File: src/assert_macros.svh
// Assertion helpers shared by the RTL
`ifndef ASSERT_MACROS_SVH
`define ASSERT_MACROS_SVH

// property must hold at every clock edge outside reset
`define PRC_ASSERT(lbl, prop, msg) \
	lbl: assert property (@(posedge clk) disable iff (!arst_n) prop) else $error(msg);

// condition must never be seen at a clock edge outside reset
`define PRC_NEVER(lbl, cond, msg) \
	lbl: assert property (@(posedge clk) disable iff (!arst_n) !(cond)) else $error(msg);

`endif

File: src/prc_pkg.sv
`default_nettype none
package prc_pkg;

	localparam int SNIFF_SIZE = 32;
	localparam int MIN_BATCH  = 16;
	localparam int BUF_DEPTH  = (SNIFF_SIZE > MIN_BATCH) ? SNIFF_SIZE : MIN_BATCH;
	localparam int AW         = $clog2(BUF_DEPTH);
	localparam int CW         = $clog2(BUF_DEPTH + 1);
	localparam int MW         = CW + 7;

	// register indexes
	localparam logic REG_MAX_POS = 1'b0;
	localparam logic REG_THRESH  = 1'b1;

	// result kinds
	localparam logic [1:0] KIND_SINGLE = 2'd0;
	localparam logic [1:0] KIND_RANGE  = 2'd1;
	localparam logic [1:0] KIND_BULK   = 2'd2;

	localparam logic [62:0] POS_MAX = {63{1'b1}};
	localparam logic [62:0] MAX_POS_RESET = 63'h7FFFFFFE80000000;
	localparam logic [6:0]  THRESH_RESET  = 7'd10;

	typedef struct packed {
		logic [1:0]  kind;
		logic [62:0] range_first;
		logic [62:0] range_end;
		logic [30:0] group_key;
		logic [31:0] group_low;
		logic        group_last;
		logic        final_result;
	} res_t;

	// one step of the run/group unit
	typedef struct packed {
		logic        en;
		logic        flush;
		logic        bulk;
		logic [63:0] pos;
	} step_t;

endpackage
`default_nettype wire

File: src/prc_ifs.sv
`default_nettype none
interface prc_in_if;
	logic               valid;
	logic               ready;
	logic signed [63:0] position;
	logic               batch_last;
	modport source (output valid, position, batch_last, input ready);
	modport sink (input valid, position, batch_last, output ready);
endinterface

interface prc_out_if;
	logic        valid;
	logic        ready;
	logic [1:0]  kind;
	logic [62:0] range_first;
	logic [62:0] range_end;
	logic [30:0] group_key;
	logic [31:0] group_low;
	logic        group_last;
	logic        final_result;
	modport source (output valid, kind, range_first, range_end, group_key, group_low,
		group_last, final_result, input ready);
	modport sink (input valid, kind, range_first, range_end, group_key, group_low,
		group_last, final_result, output ready);
endinterface
`default_nettype wire

File: src/prc_buf.sv
`default_nettype none
module prc_buf (
	input  wire logic                clk,
	input  wire logic                wr_en,
	input  wire logic [prc_pkg::AW-1:0] wr_addr,
	input  wire logic [63:0]         wr_data,
	input  wire logic                rd_en,
	input  wire logic [prc_pkg::AW-1:0] rd_addr,
	output logic      [63:0]         rd_data
);
	import prc_pkg::*;

	logic [63:0] mem [BUF_DEPTH];

	// prefix store, one write and one registered read port
	always_ff @(posedge clk) begin
		if (wr_en) begin
			mem[wr_addr] <= wr_data;
		end
		if (rd_en) begin
			rd_data <= mem[rd_addr];
		end
	end
endmodule
`default_nettype wire

File: src/prc_proc.sv
`default_nettype none
module prc_proc (
	input  wire logic           clk,
	input  wire logic           arst_n,
	input  wire logic [62:0]    max_pos,
	input  wire prc_pkg::step_t step,
	output logic                emit,
	output prc_pkg::res_t       res
);
	import prc_pkg::*;

	logic [62:0] run_first_q, run_last_q, pend_q;
	logic        run_open_q, pend_valid_q, pend_break_q;

	logic        pos_ok, adj, diff_key;
	logic [62:0] run_end;
	res_t        run_res, pend_res;

	assign pos_ok   = !step.pos[63] && (step.pos[62:0] <= max_pos);
	assign adj      = ({1'b0, run_last_q} + 64'd1) == step.pos;
	assign diff_key = pend_q[62:32] != step.pos[62:32];
	assign run_end  = (run_last_q == POS_MAX) ? POS_MAX : run_last_q + 63'd1;

	// candidate results
	always_comb begin
		run_res = '0;
		run_res.range_first = run_first_q;
		if (run_first_q == run_last_q) begin
			run_res.kind = KIND_SINGLE;
		end else begin
			run_res.kind      = KIND_RANGE;
			run_res.range_end = run_end;
		end
		pend_res = '0;
		pend_res.kind      = KIND_BULK;
		pend_res.group_key = pend_q[62:32];
		pend_res.group_low = pend_q[31:0];
	end

	// result selection
	always_comb begin
		emit = 1'b0;
		res  = run_res;
		if (step.en) begin
			if (step.bulk) begin
				res = pend_res;
				if (step.flush) begin
					emit = pend_valid_q;
					res.group_last = 1'b1;
				end else begin
					emit = pend_valid_q && pos_ok;
					res.group_last = pend_break_q || diff_key;
				end
			end else begin
				if (step.flush) begin
					emit = run_open_q;
				end else begin
					emit = run_open_q && pos_ok && !adj;
				end
			end
			res.final_result = step.flush;
		end
	end

	// run and group state
	always_ff @(posedge clk or negedge arst_n) begin
		if (!arst_n) begin
			run_first_q  <= '0;
			run_last_q   <= '0;
			pend_q       <= '0;
			run_open_q   <= 1'b0;
			pend_valid_q <= 1'b0;
			pend_break_q <= 1'b0;
		end else if (step.en) begin
			if (step.flush) begin
				run_first_q  <= '0;
				run_last_q   <= '0;
				pend_q       <= '0;
				run_open_q   <= 1'b0;
				pend_valid_q <= 1'b0;
				pend_break_q <= 1'b0;
			end else if (step.bulk) begin
				if (!pos_ok) begin
					if (pend_valid_q) pend_break_q <= 1'b1;
				end else begin
					pend_q       <= step.pos[62:0];
					pend_valid_q <= 1'b1;
					pend_break_q <= 1'b0;
				end
			end else if (pos_ok) begin
				if (!run_open_q || !adj) begin
					run_first_q <= step.pos[62:0];
				end
				run_open_q <= 1'b1;
				run_last_q <= step.pos[62:0];
			end
		end
	end
endmodule
`default_nettype wire

File: src/position_run_coalescer.sv
`default_nettype none
// Position run coalescer. A batch of positions is taken one item per cycle; its first
// BUF_DEPTH items (32) are stored in a prefix memory while the breaks between raw
// neighbours are counted. When the prefix fills or the batch ends the mode is chosen
// and the prefix is replayed from the memory item by item (read, then process),
// during which no item is accepted. Later items of the batch then pass at one per
// cycle as long as results are taken. After the last item of a batch a flush step
// closes the open run or key group; only that closing result carries final_result,
// and a batch with no valid position yields nothing.
module position_run_coalescer (
	input  wire logic  clk,
	input  wire logic  arst_n,
	input  wire logic  cfg_we,
	input  wire logic  cfg_idx,
	input  wire logic [62:0] cfg_wdata,
	prc_in_if.sink     in_ch,
	prc_out_if.source  out_ch
);
	import prc_pkg::*;

	localparam logic [2:0] ST_SNIFF = 3'd0;
	localparam logic [2:0] ST_RD    = 3'd1;
	localparam logic [2:0] ST_PR    = 3'd2;
	localparam logic [2:0] ST_STRM  = 3'd3;
	localparam logic [2:0] ST_FLUSH = 3'd4;

	logic [2:0]    state_q;
	logic [62:0]   max_pos_q;
	logic [6:0]    thresh_q;
	logic [CW-1:0] cnt_q, n_q, bc_q, rd_q;
	logic [63:0]   prev_q;
	logic          bulk_q, done_q;
	logic          out_valid_q;
	res_t          out_q;

	logic          can_step, acc, emit, is_bnd, pick_bulk, close_pfx;
	logic [CW-1:0] n_next, bc_next, sniff_n;
	logic [MW-1:0] lhs, rhs;
	logic [63:0]   rd_data;
	step_t         step;
	res_t          res;

	assign can_step = !out_valid_q || out_ch.ready;
	assign in_ch.ready = (state_q == ST_SNIFF) || (state_q == ST_STRM && can_step);
	assign acc = in_ch.valid && in_ch.ready;

	// configuration registers
	always_ff @(posedge clk or negedge arst_n) begin
		if (!arst_n) begin
			max_pos_q <= MAX_POS_RESET;
			thresh_q  <= THRESH_RESET;
		end else if (cfg_we) begin
			case (cfg_idx)
				REG_MAX_POS: max_pos_q <= cfg_wdata;
				REG_THRESH:  thresh_q  <= cfg_wdata[6:0];
				default:     ;
			endcase
		end
	end

	// density estimate and mode choice
	assign is_bnd  = (cnt_q != '0) && (cnt_q < CW'(SNIFF_SIZE))
		&& ((in_ch.position - prev_q) != 64'd1);
	assign bc_next = is_bnd ? bc_q + CW'(1) : bc_q;
	assign n_next  = cnt_q + CW'(1);
	assign sniff_n = (n_next < CW'(SNIFF_SIZE)) ? n_next : CW'(SNIFF_SIZE);
	assign lhs     = MW'(bc_next) * MW'(100);
	assign rhs     = MW'(sniff_n - CW'(1)) * MW'(thresh_q);
	assign pick_bulk = (n_next >= CW'(MIN_BATCH)) && (lhs > rhs);
	assign close_pfx = in_ch.batch_last || (n_next == CW'(BUF_DEPTH));

	prc_buf u_buf (
		.clk     (clk),
		.wr_en   (acc && state_q == ST_SNIFF),
		.wr_addr (cnt_q[AW-1:0]),
		.wr_data (in_ch.position),
		.rd_en   (state_q == ST_RD),
		.rd_addr (rd_q[AW-1:0]),
		.rd_data (rd_data)
	);

	// step into the run/group unit
	always_comb begin
		step = '0;
		step.bulk = bulk_q;
		case (state_q)
			ST_PR: begin
				step.en  = can_step;
				step.pos = rd_data;
			end
			ST_STRM: begin
				step.en  = acc;
				step.pos = in_ch.position;
			end
			ST_FLUSH: begin
				step.en    = can_step;
				step.flush = 1'b1;
			end
			default: ;
		endcase
	end

	prc_proc u_proc (
		.clk     (clk),
		.arst_n  (arst_n),
		.max_pos (max_pos_q),
		.step    (step),
		.emit    (emit),
		.res     (res)
	);

	// batch sequencer
	always_ff @(posedge clk or negedge arst_n) begin
		if (!arst_n) begin
			state_q <= ST_SNIFF;
			cnt_q   <= '0;
			n_q     <= '0;
			bc_q    <= '0;
			rd_q    <= '0;
			prev_q  <= '0;
			bulk_q  <= 1'b0;
			done_q  <= 1'b0;
		end else begin
			case (state_q)
				ST_SNIFF: begin
					if (acc) begin
						prev_q <= in_ch.position;
						if (close_pfx) begin
							cnt_q   <= '0;
							bc_q    <= '0;
							n_q     <= n_next;
							rd_q    <= '0;
							bulk_q  <= pick_bulk;
							done_q  <= in_ch.batch_last;
							state_q <= ST_RD;
						end else begin
							cnt_q <= n_next;
							bc_q  <= bc_next;
						end
					end
				end
				ST_RD: state_q <= ST_PR;
				ST_PR: begin
					if (can_step) begin
						rd_q <= rd_q + CW'(1);
						if (rd_q + CW'(1) == n_q) begin
							state_q <= done_q ? ST_FLUSH : ST_STRM;
						end else begin
							state_q <= ST_RD;
						end
					end
				end
				ST_STRM: begin
					if (acc && in_ch.batch_last) state_q <= ST_FLUSH;
				end
				ST_FLUSH: begin
					if (can_step) begin
						bulk_q  <= 1'b0;
						state_q <= ST_SNIFF;
					end
				end
				default: state_q <= ST_SNIFF;
			endcase
		end
	end

	// output register
	always_ff @(posedge clk or negedge arst_n) begin
		if (!arst_n) begin
			out_valid_q <= 1'b0;
		end else if (step.en && emit) begin
			out_valid_q <= 1'b1;
		end else if (out_ch.ready) begin
			out_valid_q <= 1'b0;
		end
	end

	always_ff @(posedge clk) begin
		if (step.en && emit) out_q <= res;
	end

	assign out_ch.valid        = out_valid_q;
	assign out_ch.kind         = out_q.kind;
	assign out_ch.range_first  = out_q.range_first;
	assign out_ch.range_end    = out_q.range_end;
	assign out_ch.group_key    = out_q.group_key;
	assign out_ch.group_low    = out_q.group_low;
	assign out_ch.group_last   = out_q.group_last;
	assign out_ch.final_result = out_q.final_result;

	`include "assert_macros.svh"

	`PRC_NEVER(a_no_take_in_drain, (state_q == ST_RD || state_q == ST_PR) && in_ch.ready, "item taken during drain")
	`PRC_NEVER(a_no_overwrite, step.en && emit && out_valid_q && !out_ch.ready, "result overwritten")
	`PRC_ASSERT(a_rd_in_range, (state_q == ST_PR) |-> (rd_q < n_q), "drain address past prefix")
	`PRC_ASSERT(a_flush_ends, (state_q == ST_FLUSH && can_step) |=> (state_q == ST_SNIFF && cnt_q == '0), "flush did not restart batch")

endmodule
`default_nettype wire
File: src/flat_wrapper.sv
// flat-port wrapper written by rule: the top's interface ports become plain ports
module position_run_coalescer_flat import prc_pkg::*;
  (clk, arst_n, cfg_we, cfg_idx, cfg_wdata, in_ch_valid, in_ch_position, in_ch_batch_last, in_ch_ready, out_ch_valid, out_ch_kind, out_ch_range_first, out_ch_range_end, out_ch_group_key, out_ch_group_low, out_ch_group_last, out_ch_final_result, out_ch_ready);
  prc_in_if in_ch_i ();
  prc_out_if out_ch_i ();
  input  wire logic clk;
  input  wire logic arst_n;
  input  wire logic cfg_we;
  input  wire logic cfg_idx;
  input  wire logic [62:0] cfg_wdata;
  input wire logic [$bits(in_ch_i.valid)-1:0] in_ch_valid;
  input wire logic [$bits(in_ch_i.position)-1:0] in_ch_position;
  input wire logic [$bits(in_ch_i.batch_last)-1:0] in_ch_batch_last;
  output wire logic [$bits(in_ch_i.ready)-1:0] in_ch_ready;
  output wire logic [$bits(out_ch_i.valid)-1:0] out_ch_valid;
  output wire logic [$bits(out_ch_i.kind)-1:0] out_ch_kind;
  output wire logic [$bits(out_ch_i.range_first)-1:0] out_ch_range_first;
  output wire logic [$bits(out_ch_i.range_end)-1:0] out_ch_range_end;
  output wire logic [$bits(out_ch_i.group_key)-1:0] out_ch_group_key;
  output wire logic [$bits(out_ch_i.group_low)-1:0] out_ch_group_low;
  output wire logic [$bits(out_ch_i.group_last)-1:0] out_ch_group_last;
  output wire logic [$bits(out_ch_i.final_result)-1:0] out_ch_final_result;
  input wire logic [$bits(out_ch_i.ready)-1:0] out_ch_ready;
  assign in_ch_i.valid = in_ch_valid;
  assign in_ch_i.position = in_ch_position;
  assign in_ch_i.batch_last = in_ch_batch_last;
  assign in_ch_ready = in_ch_i.ready;
  assign out_ch_valid = out_ch_i.valid;
  assign out_ch_kind = out_ch_i.kind;
  assign out_ch_range_first = out_ch_i.range_first;
  assign out_ch_range_end = out_ch_i.range_end;
  assign out_ch_group_key = out_ch_i.group_key;
  assign out_ch_group_low = out_ch_i.group_low;
  assign out_ch_group_last = out_ch_i.group_last;
  assign out_ch_final_result = out_ch_i.final_result;
  assign out_ch_i.ready = out_ch_ready;
  position_run_coalescer u_core (.clk(clk), .arst_n(arst_n), .cfg_we(cfg_we), .cfg_idx(cfg_idx), .cfg_wdata(cfg_wdata), .in_ch(in_ch_i), .out_ch(out_ch_i));
endmodule
File: config.mk
export PLATFORM = sky130hd
export DESIGN_NAME = position_run_coalescer_flat
export DESIGN_NICKNAME = d
export VERILOG_FILES = /design/src/prc_pkg.sv /design/src/prc_ifs.sv /design/src/prc_buf.sv /design/src/prc_proc.sv /design/src/position_run_coalescer.sv /design/src/flat_wrapper.sv
export VERILOG_INCLUDE_DIRS = /design/src /design/src/src
export SDC_FILE = /design/constraint.sdc
export NUM_CORES = 2
export LEC_CHECK = 0
export BUFFER_PORTS_ARGS = -buffer_cell sky130_fd_sc_hd__buf_2
export CAP_MARGIN = 0
export CORE_UTILIZATION = 30
export CTS_CLUSTER_DIAMETER = 50
export DETAILED_ROUTE_END_ITERATION = 8
export SLEW_MARGIN = 20
export SYNTH_ARGS = -nofsm -noshare
export SYNTH_HDL_FRONTEND = slang
export SYNTH_SLANG_ARGS = --single-unit
File: constraint.sdc
create_clock -name clk -period 14.9 [get_ports clk]
set_clock_uncertainty 0.15 [all_clocks]
set_input_delay 1.49 -clock clk [delete_from_list [all_inputs] [get_ports clk]]
set_output_delay 1.49 -clock clk [all_outputs]
set_load 0.05 [all_outputs]
==> results.sh <==
export IMPL_status="completed"
export IMPL_grt_usage=0.179
export IMPL_cts_sinks=2661
export IMPL_ys_seq_elements=2661
export IMPL_die_area_um2=382000
export IMPL_grt_use_met2=0.288
export IMPL_final_util=0.351
export IMPL_clkLatencyLatePin_ns=0.93
export IMPL_slew_headroom=0.184
export IMPL_yosysWarnings=0
export IMPL_start_kind="input port"
export IMPL_fin_ws_ns=5.18
export IMPL_rsz0062_at_grt="false"
export IMPL_grt_antenna_before_repair=42
export IMPL_worstSetupPathType="input port to register"
export IMPL_gp_congestion=0.941
export IMPL_fillCellCount=35100
export IMPL_crit_path_frequent_cell="ha_1"
export IMPL_cts_made_buffers=309
export IMPL_grt_max_degree=144
export IMPL_syn_avg_cell_area_um2=17.2
export IMPL_crit_buf_inv=4
export IMPL_ys_types=96
export IMPL_post_place_ws_ns=4.37
export IMPL_drtAntennaViolNets=0
export IMPL_wl_per_cell_um=28.3
export IMPL_cts_hold_buf=0
export IMPL_ys_top_cells_by_area="edfxtp_1 61%, mux4_2 13%, dfrtp_1 7.1%"
export IMPL_dpl_hpwl_mm=222
export IMPL_synth_async_reset_ratio=0.134
export IMPL_final_nets=7460
export IMPL_synth_most_common_cell="edfxtp_1"
export IMPL_yosysSeqAreaShare=0.687
export IMPL_netlist_top_cells_count="2305 x edfxtp_1, 640 x mux4_2, 464 x nand2_1"
export IMPL_htreeDepth=5
export IMPL_min_period_ns=9.72
export IMPL_worstSetupEndpointType="register"
export IMPL_worstMarginPinSlew_ns=1.22
export IMPL_routed_via_count=64900
export IMPL_maxCapViolations=0
export IMPL_met1_usage=0.247
export IMPL_synth_top_area_frac=0.608
export IMPL_viasPerCell=5.26
export IMPL_drcViolationCount=0
export IMPL_final_layout_size_suffix_gt1_frac=0.258
export IMPL_clock_path_buffers=4
export IMPL_syn_to_final_growth_pct=16.3
export IMPL_whs_ns=0.329
export IMPL_top_usage_layer="met2"
export IMPL_cp_required_ns=15.50
export IMPL_synth_top_area_cell="edfxtp_1"
export IMPL_total_power_mw=28.7
export IMPL_routed_wirelength_mm=350
export IMPL_fin_crit_sh=0.652
export IMPL_portBuffers=328
export IMPL_fin_tns_setup_ns=0
export IMPL_die_h_um=618
export IMPL_seq_area_um2=78200
export IMPL_cts_setup_buffers=0
export IMPL_grt_pass1_vias=64500
export IMPL_drt_iter0_markers=7497
export IMPL_synth_cells=6622
export IMPL_hp_class="register to register"
export IMPL_cp_data_arrival_time_ns=10.31
export IMPL_coreArea_um2=376000
export IMPL_power_density_nw_per_um2=217
export IMPL_die_x_um=618
export IMPL_final_hold_viol_count=0
export IMPL_setup_viol=0
export IMPL_cts_tree="built"
export IMPL_use_met3=0.0344
export IMPL_multi_input_area_um2=33500
export IMPL_synth_ff_type="edfxtp_1"
export IMPL_syn_area_um2=114000
export IMPL_first_pass_iters=6
export IMPL_grt_first_pass_wirelength_mm=493
export IMPL_rows=225
export IMPL_max_freq_mhz=103
export IMPL_synth_edf_count=2305
export IMPL_path_clk_slew_ns=0.06
export IMPL_vdd_ir_drop_max_uv=294
export IMPL_initial_utilization=0.302
export IMPL_ctsResizeCount=0
export IMPL_syn_num_nets=6981
export IMPL_slowest_stage="a2111oi_0"
export IMPL_slew_violations=0
export IMPL_cp_max_fo=34
export IMPL_slowest_delay_ns=0.85
export IMPL_critPathTopFamily="compound AO/OA/AOI/OAI gates"
export IMPL_root_buffer="clkbuf_16"
export IMPL_ios=329
export IMPL_power_leakage_nw=45.1
export IMPL_grt_overflow=0
==> where the power goes <==
| group | leakage, nW | internal (mW) | switching, mW | total (mW) |
|---|---|---|---|---|
| combinational | 14.8 | 4.27 | 7.05 | 11.3 |
| clock | 4.91 | 4.46 | 3.11 | 7.57 |
| sequential | 25.4 | 9.19 | 0.579 | 9.77 |
| total | 45.1 | 17.9 | 10.7 | 28.7 |
==> placed cells by master, fill, tap and decap left out, drive strengths merged, types with 24 or more instances in the layout <==
cell type  Yosys  routed
ha           188     188
a22oi         53      53
xnor2        171     171
nor2         161     161
inv          265     289
buf           70     509
and2         113     113
nand2        465     465
fa            37      37
mux2         170     170
nor3          54      54
mux2i         24      24
edfxtp      2305    2305
nor4          43      43
nand3         78      78
dfrtp        323     323
a21o          46      46
a21oi        198     198
o21ai        330     330
clkbuf       271     382
clkinv         2     104
bufinv         0      28
and3          94      94
nand4        105     105
mux4         640     640
dfstp         33      33
xor2         112     112
==> worst min-delay path, stage by stage (launching register included) <==
cell	delay, ns
dfrtp_1	0.34
nand2_1	0.05
o21ai_0	0.06
==> layout make-up <==
type | count | area share
Sequential cell | 2661 | 0.591
Antenna cell | 13 | 0.000246
Multi-Input combinational cell | 3353 | 0.253
Tap cell | 4994 | 0.0472
Clock inverter | 171 | 0.0142
Clock buffer | 382 | 0.0624
Inverter | 267 | 0.00758
Timing Repair Buffer | 509 | 0.0240
==> cell families (layout without fill, tap and decap cells) <==
kind of cell,after synthesis,after routing,synth area share
AOI/OAI and AO/OA,804,804,0.0426
adders and majority gates,225,225,0.0272
and+or+nand+nor,1207,1207,0.0528
other,0,13,0
muxes,834,834,0.148
xor gates and xnor gates,283,283,0.0218
DFF,2661,2661,0.687
buffers and inverters,608,1329,0.0209
==> metal layers <==
layer,up-vias,wire length [um],part of all wire
met1,34400,148000,0.42
met3,553,27900,0.080
met5,-,130,0.00037
met4,20,9930,0.028
li1,27000,-,-
met2,2928,164000,0.47
==> worst paths after layout <==
check	startpoint	end	slack, ns	cells past startpoint
worst max-delay path	in_ch_position[0]	u_core.bulk_q	5.18	33
worst min-delay path	u_core.u_proc.pend_q[20]	u_core.u_proc.pend_q[20]	0.33	2
worst max register to register	u_core.state_q[2]	u_core.out_ch.range_first[62]	5.97	19
worst min register to register	u_core.u_proc.pend_q[20]	u_core.u_proc.pend_q[20]	0.33	2
max in group asynchronous	arst_n	u_core.u_proc.pend_q[58]	11.94	3
min in group asynchronous	arst_n	u_core.max_pos_q[24]	0.40	1
==> through the flow <==
stage	instances	area, um2
2_1_floorplan	6622	114000
3_3_place_gp	11800	122000
3_5_place_dp	11800	122000
5_1_grt	12300	132000
6_report	12400	132000
4_1_cts	12300	132000
==> flip-flops by register name (all words and copies together), names as in the netlist, 7 cells and up <==
signal / count
u_core.u_proc.pend_q: 63
u_core.u_proc.run_last_q: 63
u_core.out_ch.range_end: 63
u_core.u_proc.run_first_q: 63
u_core.out_ch.group_low: 32
u_core.prev_q: 64
u_core.u_buf.rd_data: 64
u_core.out_ch.group_key: 31
u_core.max_pos_q: 63
u_core.out_ch.range_first: 63
u_core.u_buf.mem: 2048
u_core.thresh_q: 7
No activity file was read; power rests on OpenSTA's default activity.
